File: config.mk
export PLATFORM = sky130hd
export DESIGN_NAME = accel_impact_trigger_top_flat
export DESIGN_NICKNAME = d
export VERILOG_FILES = /design/src/rtl/core/ait_pkg.sv /design/src/rtl/core/ait_ifs.sv /design/src/rtl/core/ait_engine.sv /design/src/rtl/core/accel_impact_trigger_top.sv /design/src/flat_wrapper.sv
export SDC_FILE = /design/constraint.sdc
export NUM_CORES = 2
export LEC_CHECK = 0
export ABC_AREA = 1
export BUFFER_PORTS_ARGS = -buffer_cell sky130_fd_sc_hd__buf_2
export CORE_ASPECT_RATIO = 0.8
export CORE_MARGIN = 2
export CORE_UTILIZATION = 50
export CTS_BUF_LIST = sky130_fd_sc_hd__clkbuf_4
export DETAILED_ROUTE_END_ITERATION = 12
export GPL_TIMING_DRIVEN = 1
export PLACE_DENSITY = 0.63
export RECOVER_POWER = 25
export REMOVE_ABC_BUFFERS = 1
export SLEW_MARGIN = 20
export SYNTH_ARGS = -nofsm -noshare
export SYNTH_HDL_FRONTEND = slang
export SYNTH_SLANG_ARGS = --single-unit
File: constraint.sdc
create_clock -name i_clk -period 23 [get_ports i_clk]
set_input_delay 4.6 -clock i_clk [delete_from_list [all_inputs] [get_ports i_clk]]
set_output_delay 4.6 -clock i_clk [all_outputs]
set_load 0.005 [all_outputs]
File: src/rtl/core/ait_pkg.sv
// shared types and constants for the accelerometer impact trigger
`timescale 1ns / 1ps

package ait_pkg;

    // axis width default and fixed field widths
    localparam int AXIS_BITS_DEF = 16;
    localparam int MAG_OUT_W     = 16;
    localparam int THR_W         = 17;
    localparam int TICK_CFG_W    = 16;
    localparam int TIME_W        = 32;
    localparam int CFG_IDX_W     = 2;
    localparam int CFG_DATA_W    = 17;

    // register reset values
    localparam logic [THR_W-1:0]      THR_RST       = 17'd4175;
    localparam logic [TICK_CFG_W-1:0] HOLDOFF_RST   = 16'd50;
    localparam logic [TICK_CFG_W-1:0] INDICATOR_RST = 16'd500;
    localparam logic [TICK_CFG_W-1:0] POST_RST      = 16'd400;

    // configuration register indexes
    typedef enum logic [CFG_IDX_W-1:0] {
        CFG_THRESHOLD = 2'd0,
        CFG_HOLDOFF   = 2'd1,
        CFG_INDICATOR = 2'd2,
        CFG_POST      = 2'd3
    } t_cfg_idx;

    // magnitude engine sequencer
    typedef enum logic [1:0] {
        ENG_IDLE,
        ENG_SQUARE,
        ENG_ROOT,
        ENG_DONE
    } t_eng_state;

    // top level sequencer
    typedef enum logic [1:0] {
        TOP_IDLE,
        TOP_BUSY,
        TOP_EMIT
    } t_top_state;

    // engine status toward the top level
    typedef struct packed {
        logic busy;
        logic done;
    } t_eng_status;

endpackage

File: src/rtl/core/ait_ifs.sv
// valid/ready channel interfaces for samples and trigger results
`timescale 1ns / 1ps

interface ait_in_if #(
    parameter int AXIS_BITS = 16
);
    logic                        valid;
    logic                        ready;
    logic signed [AXIS_BITS-1:0] accel_x;
    logic signed [AXIS_BITS-1:0] accel_y;
    logic signed [AXIS_BITS-1:0] accel_z;
    logic [31:0]                 sample_time;

    modport source (output valid, accel_x, accel_y, accel_z, sample_time, input ready);
    modport sink   (input valid, accel_x, accel_y, accel_z, sample_time, output ready);
endinterface

interface ait_out_if;
    logic        valid;
    logic        ready;
    logic [15:0] magnitude;
    logic        impact;
    logic        indicator_on;
    logic        capture_done;

    modport source (output valid, magnitude, impact, indicator_on, capture_done,
                    input ready);
    modport sink   (input valid, magnitude, impact, indicator_on, capture_done,
                    output ready);
endinterface

File: src/rtl/core/ait_engine.sv
// iterative magnitude engine: shared squarer then one root digit per cycle
`timescale 1ns / 1ps

module ait_engine
    import ait_pkg::*;
#(
    parameter int AXIS_BITS = AXIS_BITS_DEF
) (
    input  logic                        i_clk,
    input  logic                        i_rst_n,
    input  logic                        i_start,
    input  logic signed [AXIS_BITS-1:0] i_axis_x,
    input  logic signed [AXIS_BITS-1:0] i_axis_y,
    input  logic signed [AXIS_BITS-1:0] i_axis_z,
    output t_eng_status                 o_status,
    output logic [AXIS_BITS-1:0]        o_mag
);

    localparam int SUM_W = 2 * AXIS_BITS;

    t_eng_state                  r_state, n_state;
    logic signed [AXIS_BITS-1:0] r_ax, r_ay, r_az;
    logic [1:0]                  r_step;
    logic [SUM_W-1:0]            r_prod, r_rem, r_root, r_bit;

    logic signed [AXIS_BITS-1:0] w_sel;
    logic signed [SUM_W-1:0]     w_sq;
    logic [SUM_W-1:0]            w_trial;

    // axis select and shared squarer
    always_comb begin
        case (r_step)
            2'd0:    w_sel = r_ax;
            2'd1:    w_sel = r_ay;
            default: w_sel = r_az;
        endcase
        w_sq    = SUM_W'(w_sel) * SUM_W'(w_sel);
        w_trial = r_root + r_bit;
    end

    // sequencer next state
    always_comb begin
        n_state = r_state;
        unique case (r_state)
            ENG_IDLE:   if (i_start) n_state = ENG_SQUARE;
            ENG_SQUARE: if (r_step == 2'd3) n_state = ENG_ROOT;
            ENG_ROOT:   if (r_bit[0]) n_state = ENG_DONE;
            ENG_DONE:   n_state = ENG_IDLE;
            default:    n_state = ENG_IDLE;
        endcase
    end

    // state register
    always_ff @(posedge i_clk) begin
        if (!i_rst_n) begin
            r_state <= ENG_IDLE;
        end else begin
            r_state <= n_state;
        end
    end

    // datapath: square and accumulate, then restoring root
    always_ff @(posedge i_clk) begin
        case (r_state)
            ENG_IDLE: begin
                if (i_start) begin
                    r_ax   <= i_axis_x;
                    r_ay   <= i_axis_y;
                    r_az   <= i_axis_z;
                    r_step <= 2'd0;
                    r_rem  <= '0;
                end
            end
            ENG_SQUARE: begin
                r_prod <= $unsigned(w_sq);
                if (r_step != 2'd0) r_rem <= r_rem + r_prod;
                r_step <= r_step + 2'd1;
                r_root <= '0;
                r_bit  <= SUM_W'(1) << (SUM_W - 2);
            end
            ENG_ROOT: begin
                if (r_rem >= w_trial) begin
                    r_rem  <= r_rem - w_trial;
                    r_root <= (r_root >> 1) + r_bit;
                end else begin
                    r_root <= r_root >> 1;
                end
                r_bit <= r_bit >> 2;
            end
            default: begin
            end
        endcase
    end

    assign o_status.busy = (r_state != ENG_IDLE);
    assign o_status.done = (r_state == ENG_DONE);
    assign o_mag         = r_root[AXIS_BITS-1:0];

endmodule

File: src/rtl/core/accel_impact_trigger_top.sv
// accelerometer impact trigger: magnitude, change test, holdoff and capture count
// sequence: the three axes are squared and summed on the shared squarer, the root is formed
//   digit by digit, then the decision is registered into the output register
// flow: a new sample is accepted only once the previous one has been emitted; the next sample is taken
//   while a result waits in the output register
// reset: synchronous active low; control registers return to their defaults, first sample pending
`timescale 1ns / 1ps

module accel_impact_trigger_top
    import ait_pkg::*;
#(
    parameter int AXIS_BITS = AXIS_BITS_DEF
) (
    input  logic                  i_clk,
    input  logic                  i_rst_n,
    input  logic                  i_cfg_we,
    input  logic [CFG_IDX_W-1:0]  i_cfg_idx,
    input  logic [CFG_DATA_W-1:0] i_cfg_data,
    ait_in_if.sink                i_in,
    ait_out_if.source             o_out
);

    localparam int MAG_W = AXIS_BITS;
    localparam int CMP_W = (MAG_W > THR_W) ? MAG_W : THR_W;

    t_top_state              r_state, n_state;
    t_eng_status             w_eng_status;
    logic [MAG_W-1:0]        w_mag;
    logic                    w_start, w_emit;

    // configuration registers
    logic [THR_W-1:0]        r_thr;
    logic [TICK_CFG_W-1:0]   r_holdoff, r_ind_ticks, r_post_samples;

    // detector state
    logic [MAG_W-1:0]        r_prev;
    logic                    r_first, r_armed;
    logic [TIME_W-1:0]       r_last, r_time;
    logic [TICK_CFG_W-1:0]   r_post_cnt;

    // output register
    logic                    r_out_valid;
    logic [MAG_OUT_W-1:0]    r_out_mag;
    logic                    r_out_impact, r_out_ind, r_out_done;

    // decision next values
    logic [MAG_W-1:0]        w_change;
    logic                    n_impact, n_ind, n_done, n_armed;
    logic [TIME_W-1:0]       n_last;
    logic [TICK_CFG_W-1:0]   n_post_cnt, w_cnt_inc;
    logic                    w_armed_any;

    // shared magnitude engine
    ait_engine #(
        .AXIS_BITS (AXIS_BITS)
    ) u_engine (
        .i_clk    (i_clk),
        .i_rst_n  (i_rst_n),
        .i_start  (w_start),
        .i_axis_x (i_in.accel_x),
        .i_axis_y (i_in.accel_y),
        .i_axis_z (i_in.accel_z),
        .o_status (w_eng_status),
        .o_mag    (w_mag)
    );

    // handshake
    assign i_in.ready = (r_state == TOP_IDLE);
    assign w_start    = (r_state == TOP_IDLE) && i_in.valid;
    assign w_emit     = (r_state == TOP_EMIT) && (!r_out_valid || o_out.ready);

    // sequencer next state
    always_comb begin
        n_state = r_state;
        unique case (r_state)
            TOP_IDLE: if (i_in.valid) n_state = TOP_BUSY;
            TOP_BUSY: if (w_eng_status.done) n_state = TOP_EMIT;
            TOP_EMIT: if (w_emit) n_state = TOP_IDLE;
            default:  n_state = TOP_IDLE;
        endcase
    end

    // impact decision, indicator and post-trigger count
    always_comb begin
        w_change    = (w_mag > r_prev) ? (w_mag - r_prev) : (r_prev - w_mag);
        n_impact    = !r_first
                      && (CMP_W'(w_change) > CMP_W'(r_thr))
                      && ((r_time - r_last) > TIME_W'(r_holdoff));
        n_last      = n_impact ? r_time : r_last;
        n_ind       = (r_time - n_last) < TIME_W'(r_ind_ticks);
        w_armed_any = r_armed || n_impact;
        w_cnt_inc   = r_post_cnt + TICK_CFG_W'(1);
        n_done      = w_armed_any && (w_cnt_inc >= r_post_samples);
        n_armed     = w_armed_any && !n_done;
        if (!w_armed_any) begin
            n_post_cnt = r_post_cnt;
        end else if (n_done) begin
            n_post_cnt = '0;
        end else begin
            n_post_cnt = w_cnt_inc;
        end
    end

    // control registers
    always_ff @(posedge i_clk) begin
        if (!i_rst_n) begin
            r_state        <= TOP_IDLE;
            r_thr          <= THR_RST;
            r_holdoff      <= HOLDOFF_RST;
            r_ind_ticks    <= INDICATOR_RST;
            r_post_samples <= POST_RST;
            r_prev         <= '0;
            r_first        <= 1'b1;
            r_last         <= '0;
            r_armed        <= 1'b0;
            r_post_cnt     <= '0;
            r_out_valid    <= 1'b0;
        end else begin
            r_state <= n_state;
            // register writes
            if (i_cfg_we) begin
                unique case (t_cfg_idx'(i_cfg_idx))
                    CFG_THRESHOLD: r_thr          <= i_cfg_data;
                    CFG_HOLDOFF:   r_holdoff      <= i_cfg_data[TICK_CFG_W-1:0];
                    CFG_INDICATOR: r_ind_ticks    <= i_cfg_data[TICK_CFG_W-1:0];
                    CFG_POST:      r_post_samples <= i_cfg_data[TICK_CFG_W-1:0];
                    default: begin
                    end
                endcase
            end
            // detector state update at result time
            if (w_emit) begin
                r_prev     <= w_mag;
                r_first    <= 1'b0;
                r_last     <= n_last;
                r_armed    <= n_armed;
                r_post_cnt <= n_post_cnt;
            end
            // output valid
            if (w_emit) begin
                r_out_valid <= 1'b1;
            end else if (o_out.ready) begin
                r_out_valid <= 1'b0;
            end
        end
    end

    // payload registers
    always_ff @(posedge i_clk) begin
        if (w_start) r_time <= i_in.sample_time;
        if (w_emit) begin
            r_out_mag    <= MAG_OUT_W'(w_mag);
            r_out_impact <= n_impact;
            r_out_ind    <= n_ind;
            r_out_done   <= n_done;
        end
    end

    assign o_out.valid        = r_out_valid;
    assign o_out.magnitude    = r_out_mag;
    assign o_out.impact       = r_out_impact;
    assign o_out.indicator_on = r_out_ind;
    assign o_out.capture_done = r_out_done;

`ifndef SYNTHESIS
    // engine only started when it is free
    a_start_free: assert property (@(posedge i_clk) disable iff (!i_rst_n)
        w_start |-> !w_eng_status.busy)
        else $error("engine started while busy");

    // engine finishes only while the sequencer waits for it
    a_done_busy: assert property (@(posedge i_clk) disable iff (!i_rst_n)
        w_eng_status.done |-> (r_state == TOP_BUSY))
        else $error("engine done outside busy state");

    // an impact records the sample time as last impact
    a_impact_time: assert property (@(posedge i_clk) disable iff (!i_rst_n)
        (w_emit && n_impact) |=> (r_last == $past(r_time)))
        else $error("last impact time not updated");

    // capture done disarms the counter and clears it
    a_done_disarm: assert property (@(posedge i_clk) disable iff (!i_rst_n)
        (w_emit && n_done) |=> (!r_armed && r_post_cnt == '0))
        else $error("capture done left counter armed");
`endif

endmodule

File: src/flat_wrapper.sv
// flat-port wrapper written by rule: the top's interface ports become plain ports
module accel_impact_trigger_top_flat import ait_pkg::*;
#(
    parameter int AXIS_BITS = AXIS_BITS_DEF
)
  (i_clk, i_rst_n, i_cfg_we, i_cfg_idx, i_cfg_data, i_in_valid, i_in_accel_x, i_in_accel_y, i_in_accel_z, i_in_sample_time, i_in_ready, o_out_valid, o_out_magnitude, o_out_impact, o_out_indicator_on, o_out_capture_done, o_out_ready);
  ait_in_if #(.AXIS_BITS(AXIS_BITS)) i_in_i ();
  ait_out_if o_out_i ();
  input  logic i_clk;
  input  logic i_rst_n;
  input  logic i_cfg_we;
  input  logic [CFG_IDX_W-1:0] i_cfg_idx;
  input  logic [CFG_DATA_W-1:0] i_cfg_data;
  input wire logic [$bits(i_in_i.valid)-1:0] i_in_valid;
  input wire logic [$bits(i_in_i.accel_x)-1:0] i_in_accel_x;
  input wire logic [$bits(i_in_i.accel_y)-1:0] i_in_accel_y;
  input wire logic [$bits(i_in_i.accel_z)-1:0] i_in_accel_z;
  input wire logic [$bits(i_in_i.sample_time)-1:0] i_in_sample_time;
  output wire logic [$bits(i_in_i.ready)-1:0] i_in_ready;
  output wire logic [$bits(o_out_i.valid)-1:0] o_out_valid;
  output wire logic [$bits(o_out_i.magnitude)-1:0] o_out_magnitude;
  output wire logic [$bits(o_out_i.impact)-1:0] o_out_impact;
  output wire logic [$bits(o_out_i.indicator_on)-1:0] o_out_indicator_on;
  output wire logic [$bits(o_out_i.capture_done)-1:0] o_out_capture_done;
  input wire logic [$bits(o_out_i.ready)-1:0] o_out_ready;
  assign i_in_i.valid = i_in_valid;
  assign i_in_i.accel_x = i_in_accel_x;
  assign i_in_i.accel_y = i_in_accel_y;
  assign i_in_i.accel_z = i_in_accel_z;
  assign i_in_i.sample_time = i_in_sample_time;
  assign i_in_ready = i_in_i.ready;
  assign o_out_valid = o_out_i.valid;
  assign o_out_magnitude = o_out_i.magnitude;
  assign o_out_impact = o_out_i.impact;
  assign o_out_indicator_on = o_out_i.indicator_on;
  assign o_out_capture_done = o_out_i.capture_done;
  assign o_out_i.ready = o_out_ready;
  accel_impact_trigger_top #(.AXIS_BITS(AXIS_BITS)) u_core (.i_clk(i_clk), .i_rst_n(i_rst_n), .i_cfg_we(i_cfg_we), .i_cfg_idx(i_cfg_idx), .i_cfg_data(i_cfg_data), .i_in(i_in_i), .o_out(o_out_i));
endmodule
# == Word level (Yosys, flattened, before mapping) ==
# Index checks and enable logic that the tools add are counted.
# word_totals
reg_bits,365
output_inout_bits,21
# op_classes
addsub,10
n_mul,1
n_lt_le_gt_ge,6
eq_ne,18
n_mux,23
n_reduce_logical,30
# ops
op,count
two-way mux 32 bit,5
case mux 32 bit (2 select lines),2
case mux 32 bit (3 select lines),1
subtractor 32 bit,3
adder 32 bit,2
adder 31 x 32 -> 32 bit,1
>= comparator 32 bit,1
greater-than comparator 32 x 16 -> 1 bit,1
less-than comparator 32 x 16 -> 1 bit,1
multiplier 16 x 16 -> 32 bit,1
two-way mux 16 bit,2
case mux 16 bit (2 select lines),1
subtractor 16 bit,2
greater-than comparator 16 x 17 -> 1 bit,1
adder 16 x 1 -> 16 bit (second input constant),1
>= comparator 16 bit,1
greater-than comparator 16 bit,1
two-way mux 2 bit,7
inequality test 2 bit (second input constant),7
AND reduction 2 bit,7
== test 2 bit (second input constant),6
== test 2 x 1 -> 1 bit (second input constant),4
logical NOT 2 bit,4
case mux 2 bit (4 select lines),1
12 further kinds,25

# == Longest topological paths before layout ==
# depth
ltp_word,9
ltp_mapped,57

# == Modules after synthesis ==
# From an unflattened synthesis, not the netlist that was laid out.
# unflattened
hier_cells,5209
hier_area_um2,37342.1
# by_module_without_submodules
module,n_inst,cells_each,area_each_um2,seq_area_each_um2
ait_engine,1,3139,23251.0,4874.7
accel_impact_trigger_top,1,2070,14091.0,4214.0

# == Least setup slack after synthesis ==
# Ideal clock, no wire load.
# synth_path
kind,input port to flip-flop
startpoint,input i_in_valid
endpoint,register u_core.u_engine.r_rem[0] (enable)
setup_time_ns,0.595
arrival_ns,10.603
required_time_ns,22.405
path_slack_ns,11.802
cell_stages,4
cell_sequence,nand2_1 -> inv_1 -> nor2_1 -> a2111oi_0
# synth_between
elab_chain_cells,3
# synth_rtl
item,line_no,rtl
start: declaration,flat_wrapper.sv:14,input wire logic [$bits(i_in_i.valid)-1:0] i_in_valid;
logical AND 1 bit,accel_impact_trigger_top.sv:69,assign w_start = (r_state == TOP_IDLE) && i_in.valid;
named net u_core.u_engine.i_start,ait_engine.sv:11,"input logic i_start,"
inequality test 2 bit (no line),n/a,
AND reduction 4 bit (no line),n/a,
end signal: assignment,ait_engine.sv:76,if (r_step != 2'd0) r_rem <= r_rem + r_prod;
end signal: assignment,ait_engine.sv:83,r_rem <= r_rem - w_trial;
end: declaration,ait_engine.sv:24,"logic [SUM_W-1:0] r_prod, r_rem, r_root, r_bit;"
# The timed path passes the listed nets, and every way through them passes these cells.
# A chain may end at the register's enable or synchronous reset.

# == Final worst setup path ==
# layout_path
startpoint,register u_core.u_engine.r_root[9]
endpoint,register u_core.r_out_ind (netlist: u_core.o_out.indicator_on) (data pin)
# layout_between
elab_chain_cells,8
word_cells_on_any_way,10
cone_classes,3 x add/sub; 3 x order compare; 2 x mux; 2 x reduce/logical
# layout_rtl
item,line_no,rtl
start: declaration,ait_engine.sv:24,
start signal: assignment,ait_engine.sv:84,r_root <= (r_root >> 1) + r_bit;
start signal: assignment,ait_engine.sv:86,r_root <= r_root >> 1;
subtractor 16 bit or greater-than comparator 16 bit (tied branches),accel_impact_trigger_top.sv:85,w_change = (w_mag > r_prev) ? (w_mag - r_prev) : (r_prev - w_mag);
two-way mux 16 bit *,accel_impact_trigger_top.sv:85,
greater-than comparator 16 x 17 -> 1 bit *,accel_impact_trigger_top.sv:87,&& (CMP_W'(w_change) > CMP_W'(r_thr))
logical AND 1 bit *,accel_impact_trigger_top.sv:87,
logical AND 1 bit *,accel_impact_trigger_top.sv:88,&& ((r_time - r_last) > TIME_W'(r_holdoff));
two-way mux 32 bit *,accel_impact_trigger_top.sv:89,n_last = n_impact ? r_time : r_last;
named net u_core.n_last[0],accel_impact_trigger_top.sv:49,logic [TIME_W-1:0] n_last;
subtractor 32 bit *,accel_impact_trigger_top.sv:90,n_ind = (r_time - n_last) < TIME_W'(r_ind_ticks);
less-than comparator 32 x 16 -> 1 bit *,accel_impact_trigger_top.sv:90,
named net u_core.n_ind,accel_impact_trigger_top.sv:48,"logic n_impact, n_ind, n_done, n_armed;"
end signal: assignment,accel_impact_trigger_top.sv:154,r_out_ind <= n_ind;
end: declaration,accel_impact_trigger_top.sv:44,"logic r_out_impact, r_out_ind, r_out_done;"
# The timed path passes the listed nets; every way through them passes the cells marked *.

==> run metrics <==
first-pass GRT wire length=136600 µm; CP required=23.78 ns; worst endpoint data arrival time=9.59 ns; distinct cell type count after synthesis=65; compound-cell area share of the yosys netlist=0.1447; number of flops mapped to enable cells by yosys=212; number of antenna violations at the first check in global routing=6; vertical extent of the die=roughly 240 µm; hold crit path type=register to register; fraction of post-synthesis cell area in the top cell type by area=0.1882; final-report hold violation count=0; max_cap viols=5; via count=27900; kind of end point of the critical path=register; TritonCTS clock tree=yes; final max-slew violation count=187; average detailed-routed wire length per instance=15.47 µm; biggest cell delay along the critical path=0.57 ns; Worst Path Class, Setup=register to register; Layout Skew=0.1358 ns; Clock transition at path regs=0.07 ns; first-iteration detailed-routing DRC count=1883; ports placed on the boundary=125; area of the mapped netlist=0.03382 mm²; xor/xnor share of the synthesized area=0.03678; register bit total from synthesis=348; setup repair after global routing missed its margin=no; violated checks=capacitance limit, slew limit; most used standard cells in the synthesized netlist=sky130_fd_sc_hd__inv_1, sky130_fd_sc_hd__nand2_1, sky130_fd_sc_hd__a21oi_1; category of cells accounting for the largest share of critical-path delay=simple AND/OR/NAND/NOR gates; Total Die Area=0.06974 mm²; cell row count=85; number of cells after detailed placement=around 5300; worst-margin pin slew=2.961 ns; largest net degree at the start of global routing=78; endpoints failing setup=0; outcome=finished with violations; final total negative setup slack=0 ns; number of buffers and inverters on the critical path=8; final worst-path cycle share=0.3831; Post-Syn Area per Cell=a little under 8 µm²; post-synthesis adder-cell area fraction=0.2715; slew margin rel.=-0.9739; fraction of the yosys area taken by sequential cells=0.2688; gate count of the mapped netlist=4331; Max Freq=113.5 MHz; multiplexer share of the synthesized area=0.0008880; effective utilization at floorplan=0.5039; count of nets left with antenna violations after detail routing=0; Final Wtd Congestion=0.9099; flop-to-flop setup slack=14.19 ns; number of buffers created by CTS=92; Hold Buf Count CTS=0; crit path launch type=register; global-route congestion overflow total=0; final std cells w/o fill=5471; via/cell ratio=5.100; GRT Resource Usage Total=0.2449; core occupancy in the finished layout=0.5452; number of H-tree levels=3; total detailed-routing wirelength=84660 µm; post-synth top area cell=sky130_fd_sc_hd__edfxtp_1; fraction of layout instances using a drive strength above 1=0.07669; number of inserted filler cells in the final layout=6478; asr flop ratio synth=0; Die Width=between 200 and 300 µm; cells resized by post-CTS repair=0; Critical-path top delay cell=sky130_fd_sc_hd__nand2_1; DP Wirelength=67880 µm; synthesis-to-finish area growth=8.192%; critical-path maximum fanout=77; Post-layout nets=between 5000 and 6000; area share of and/or/nand/nor cells after synthesis=0.1656; count of warnings emitted by yosys=0; clock insertion delay at the later pin of the skew report=0.93 ns; post-CTS setup buffer count=0; combinational family with the most area after synthesis=adder cells; drt drc=0; maximum buffer depth of the clock tree=3; clock sinks=between 300 and 400; number of port buffers=roughly 120; core region area=0.06711 mm²; largest cells by area after synthesis=sky130_fd_sc_hd__edfxtp_1, sky130_fd_sc_hd__fa_1, sky130_fd_sc_hd__ha_1; via count of the first global-routing pass=26030; Pre-Repair DR Iteration Count=5; final critical path time including I/O delays and setup=8.810 ns; top flip-flop cell by instance count after synthesis=sky130_fd_sc_hd__edfxtp_1; clock root buffer=sky130_fd_sc_hd__clkbuf_4; most frequent cell after synthesis=sky130_fd_sc_hd__inv_1
tightest hold or removal path: cells and delay by family (launching register included):
family / cells / cell delay [ns]
DFF: 1 / 0.31
and+or+nand+nor: 2 / 0.10
cells by family after synthesis:
logic type	after synthesis
buffers and inverters	1002
adders and majority gates	588
AOI/OAI and AO/OA	887
and+or+nand+nor	1361
xor gates and xnor gates	142
DFF	348
muxes	3
final timing paths:
check,startpoint,to,cells after the start
setup / recovery,u_core.u_engine.r_root[9],u_core.o_out.indicator_on,48
hold reg to reg,u_core.r_first,u_core.r_first,2
setup reg to reg,u_core.u_engine.r_root[9],u_core.o_out.indicator_on,48
hold / removal,u_core.r_first,u_core.r_first,2
sequential cells by signal, indices dropped and copies added, names as in the netlist, 2 cells and up:
register                 flops
u_core.u_engine.r_rem       32
u_core.r_time               32
u_core.r_ind_ticks          16
u_core.r_holdoff            16
u_core.r_post_cnt           16
u_core.r_prev               16
u_core.r_post_samples       16
u_core.r_state               2
u_core.u_engine.r_step       2
u_core.u_engine.r_ay        16
u_core.u_engine.r_ax        16
u_core.o_out.magnitude      16
u_core.r_last               32
u_core.r_thr                17
u_core.u_engine.r_bit       16
u_core.u_engine.r_state      2
u_core.u_engine.r_prod      31
u_core.u_engine.r_root      32
u_core.u_engine.r_az        16
area by class of cell:
cell class,instances,area (µm²),area share
flip-flops and latches,348,9089,0.2484
clock inverters,23,131.4,0.003591
diodes,7,17.52,0.0004788
well taps,913,1142,0.03122
clock buffers,144,1081,0.02955
inverters,916,3438,0.09397
multi-input cells,2981,20970,0.5733
repair buffers,139,714.4,0.01953
layout by cell type, fill, tap and decap left out, types with 13 or more instances in the layout:
| master | count |
|---|---|
| sky130_fd_sc_hd__inv_1 | 901 |
| sky130_fd_sc_hd__nand2_1 | 889 |
| sky130_fd_sc_hd__a21oi_1 | 433 |
| sky130_fd_sc_hd__ha_1 | 344 |
| sky130_fd_sc_hd__o21ai_0 | 272 |
| sky130_fd_sc_hd__fa_1 | 243 |
| sky130_fd_sc_hd__edfxtp_1 | 212 |
| sky130_fd_sc_hd__nor2_1 | 209 |
| sky130_fd_sc_hd__clkbuf_4 | 144 |
| sky130_fd_sc_hd__dfxtp_1 | 136 |
| sky130_fd_sc_hd__buf_2 | 124 |
| sky130_fd_sc_hd__nand3_1 | 120 |
| sky130_fd_sc_hd__xor2_1 | 96 |
| sky130_fd_sc_hd__xnor2_1 | 46 |
| sky130_fd_sc_hd__nor3_1 | 41 |
| sky130_fd_sc_hd__nand4_1 | 35 |
| sky130_fd_sc_hd__o211ai_1 | 24 |
| sky130_fd_sc_hd__o21a_1 | 18 |
| sky130_fd_sc_hd__clkinv_1 | 18 |
| sky130_fd_sc_hd__o21ai_1 | 16 |
| sky130_fd_sc_hd__a22o_1 | 15 |
| sky130_fd_sc_hd__a211oi_1 | 15 |
| sky130_fd_sc_hd__nand2_2 | 14 |
| sky130_fd_sc_hd__o21bai_1 | 14 |
| sky130_fd_sc_hd__a21o_1 | 13 |
routing by layer:
metal / GRT usage / share of wire / up-vias
met2: 0.3392 / 0.39 / 766
met5: 0 / 0.00032 / -
met4: 0.04963 / 0.014 / 4
met3: 0.04778 / 0.076 / 94
li1: - / - / 14330
met1: 0.3902 / 0.52 / 12710
metrics by stage:
step / hold slack, ns / cell area, µm² / setup slack, ns
final: 0.4511 / 36590 / 14.19
after global routing: 0.4707 / 36580 / 13.06
after detailed placement: 0.4401 / 35380 / 14.24
after global placement: 0.4336 / 35380 / 14.62
after CTS: 0.4532 / 36590 / 14.22
after floorplan: 0.4195 / 33470 / 11.80
Power is left out: the tool's default activity adds up to more than one toggle a clock period on the data nets, which glitch-free logic cannot reach.
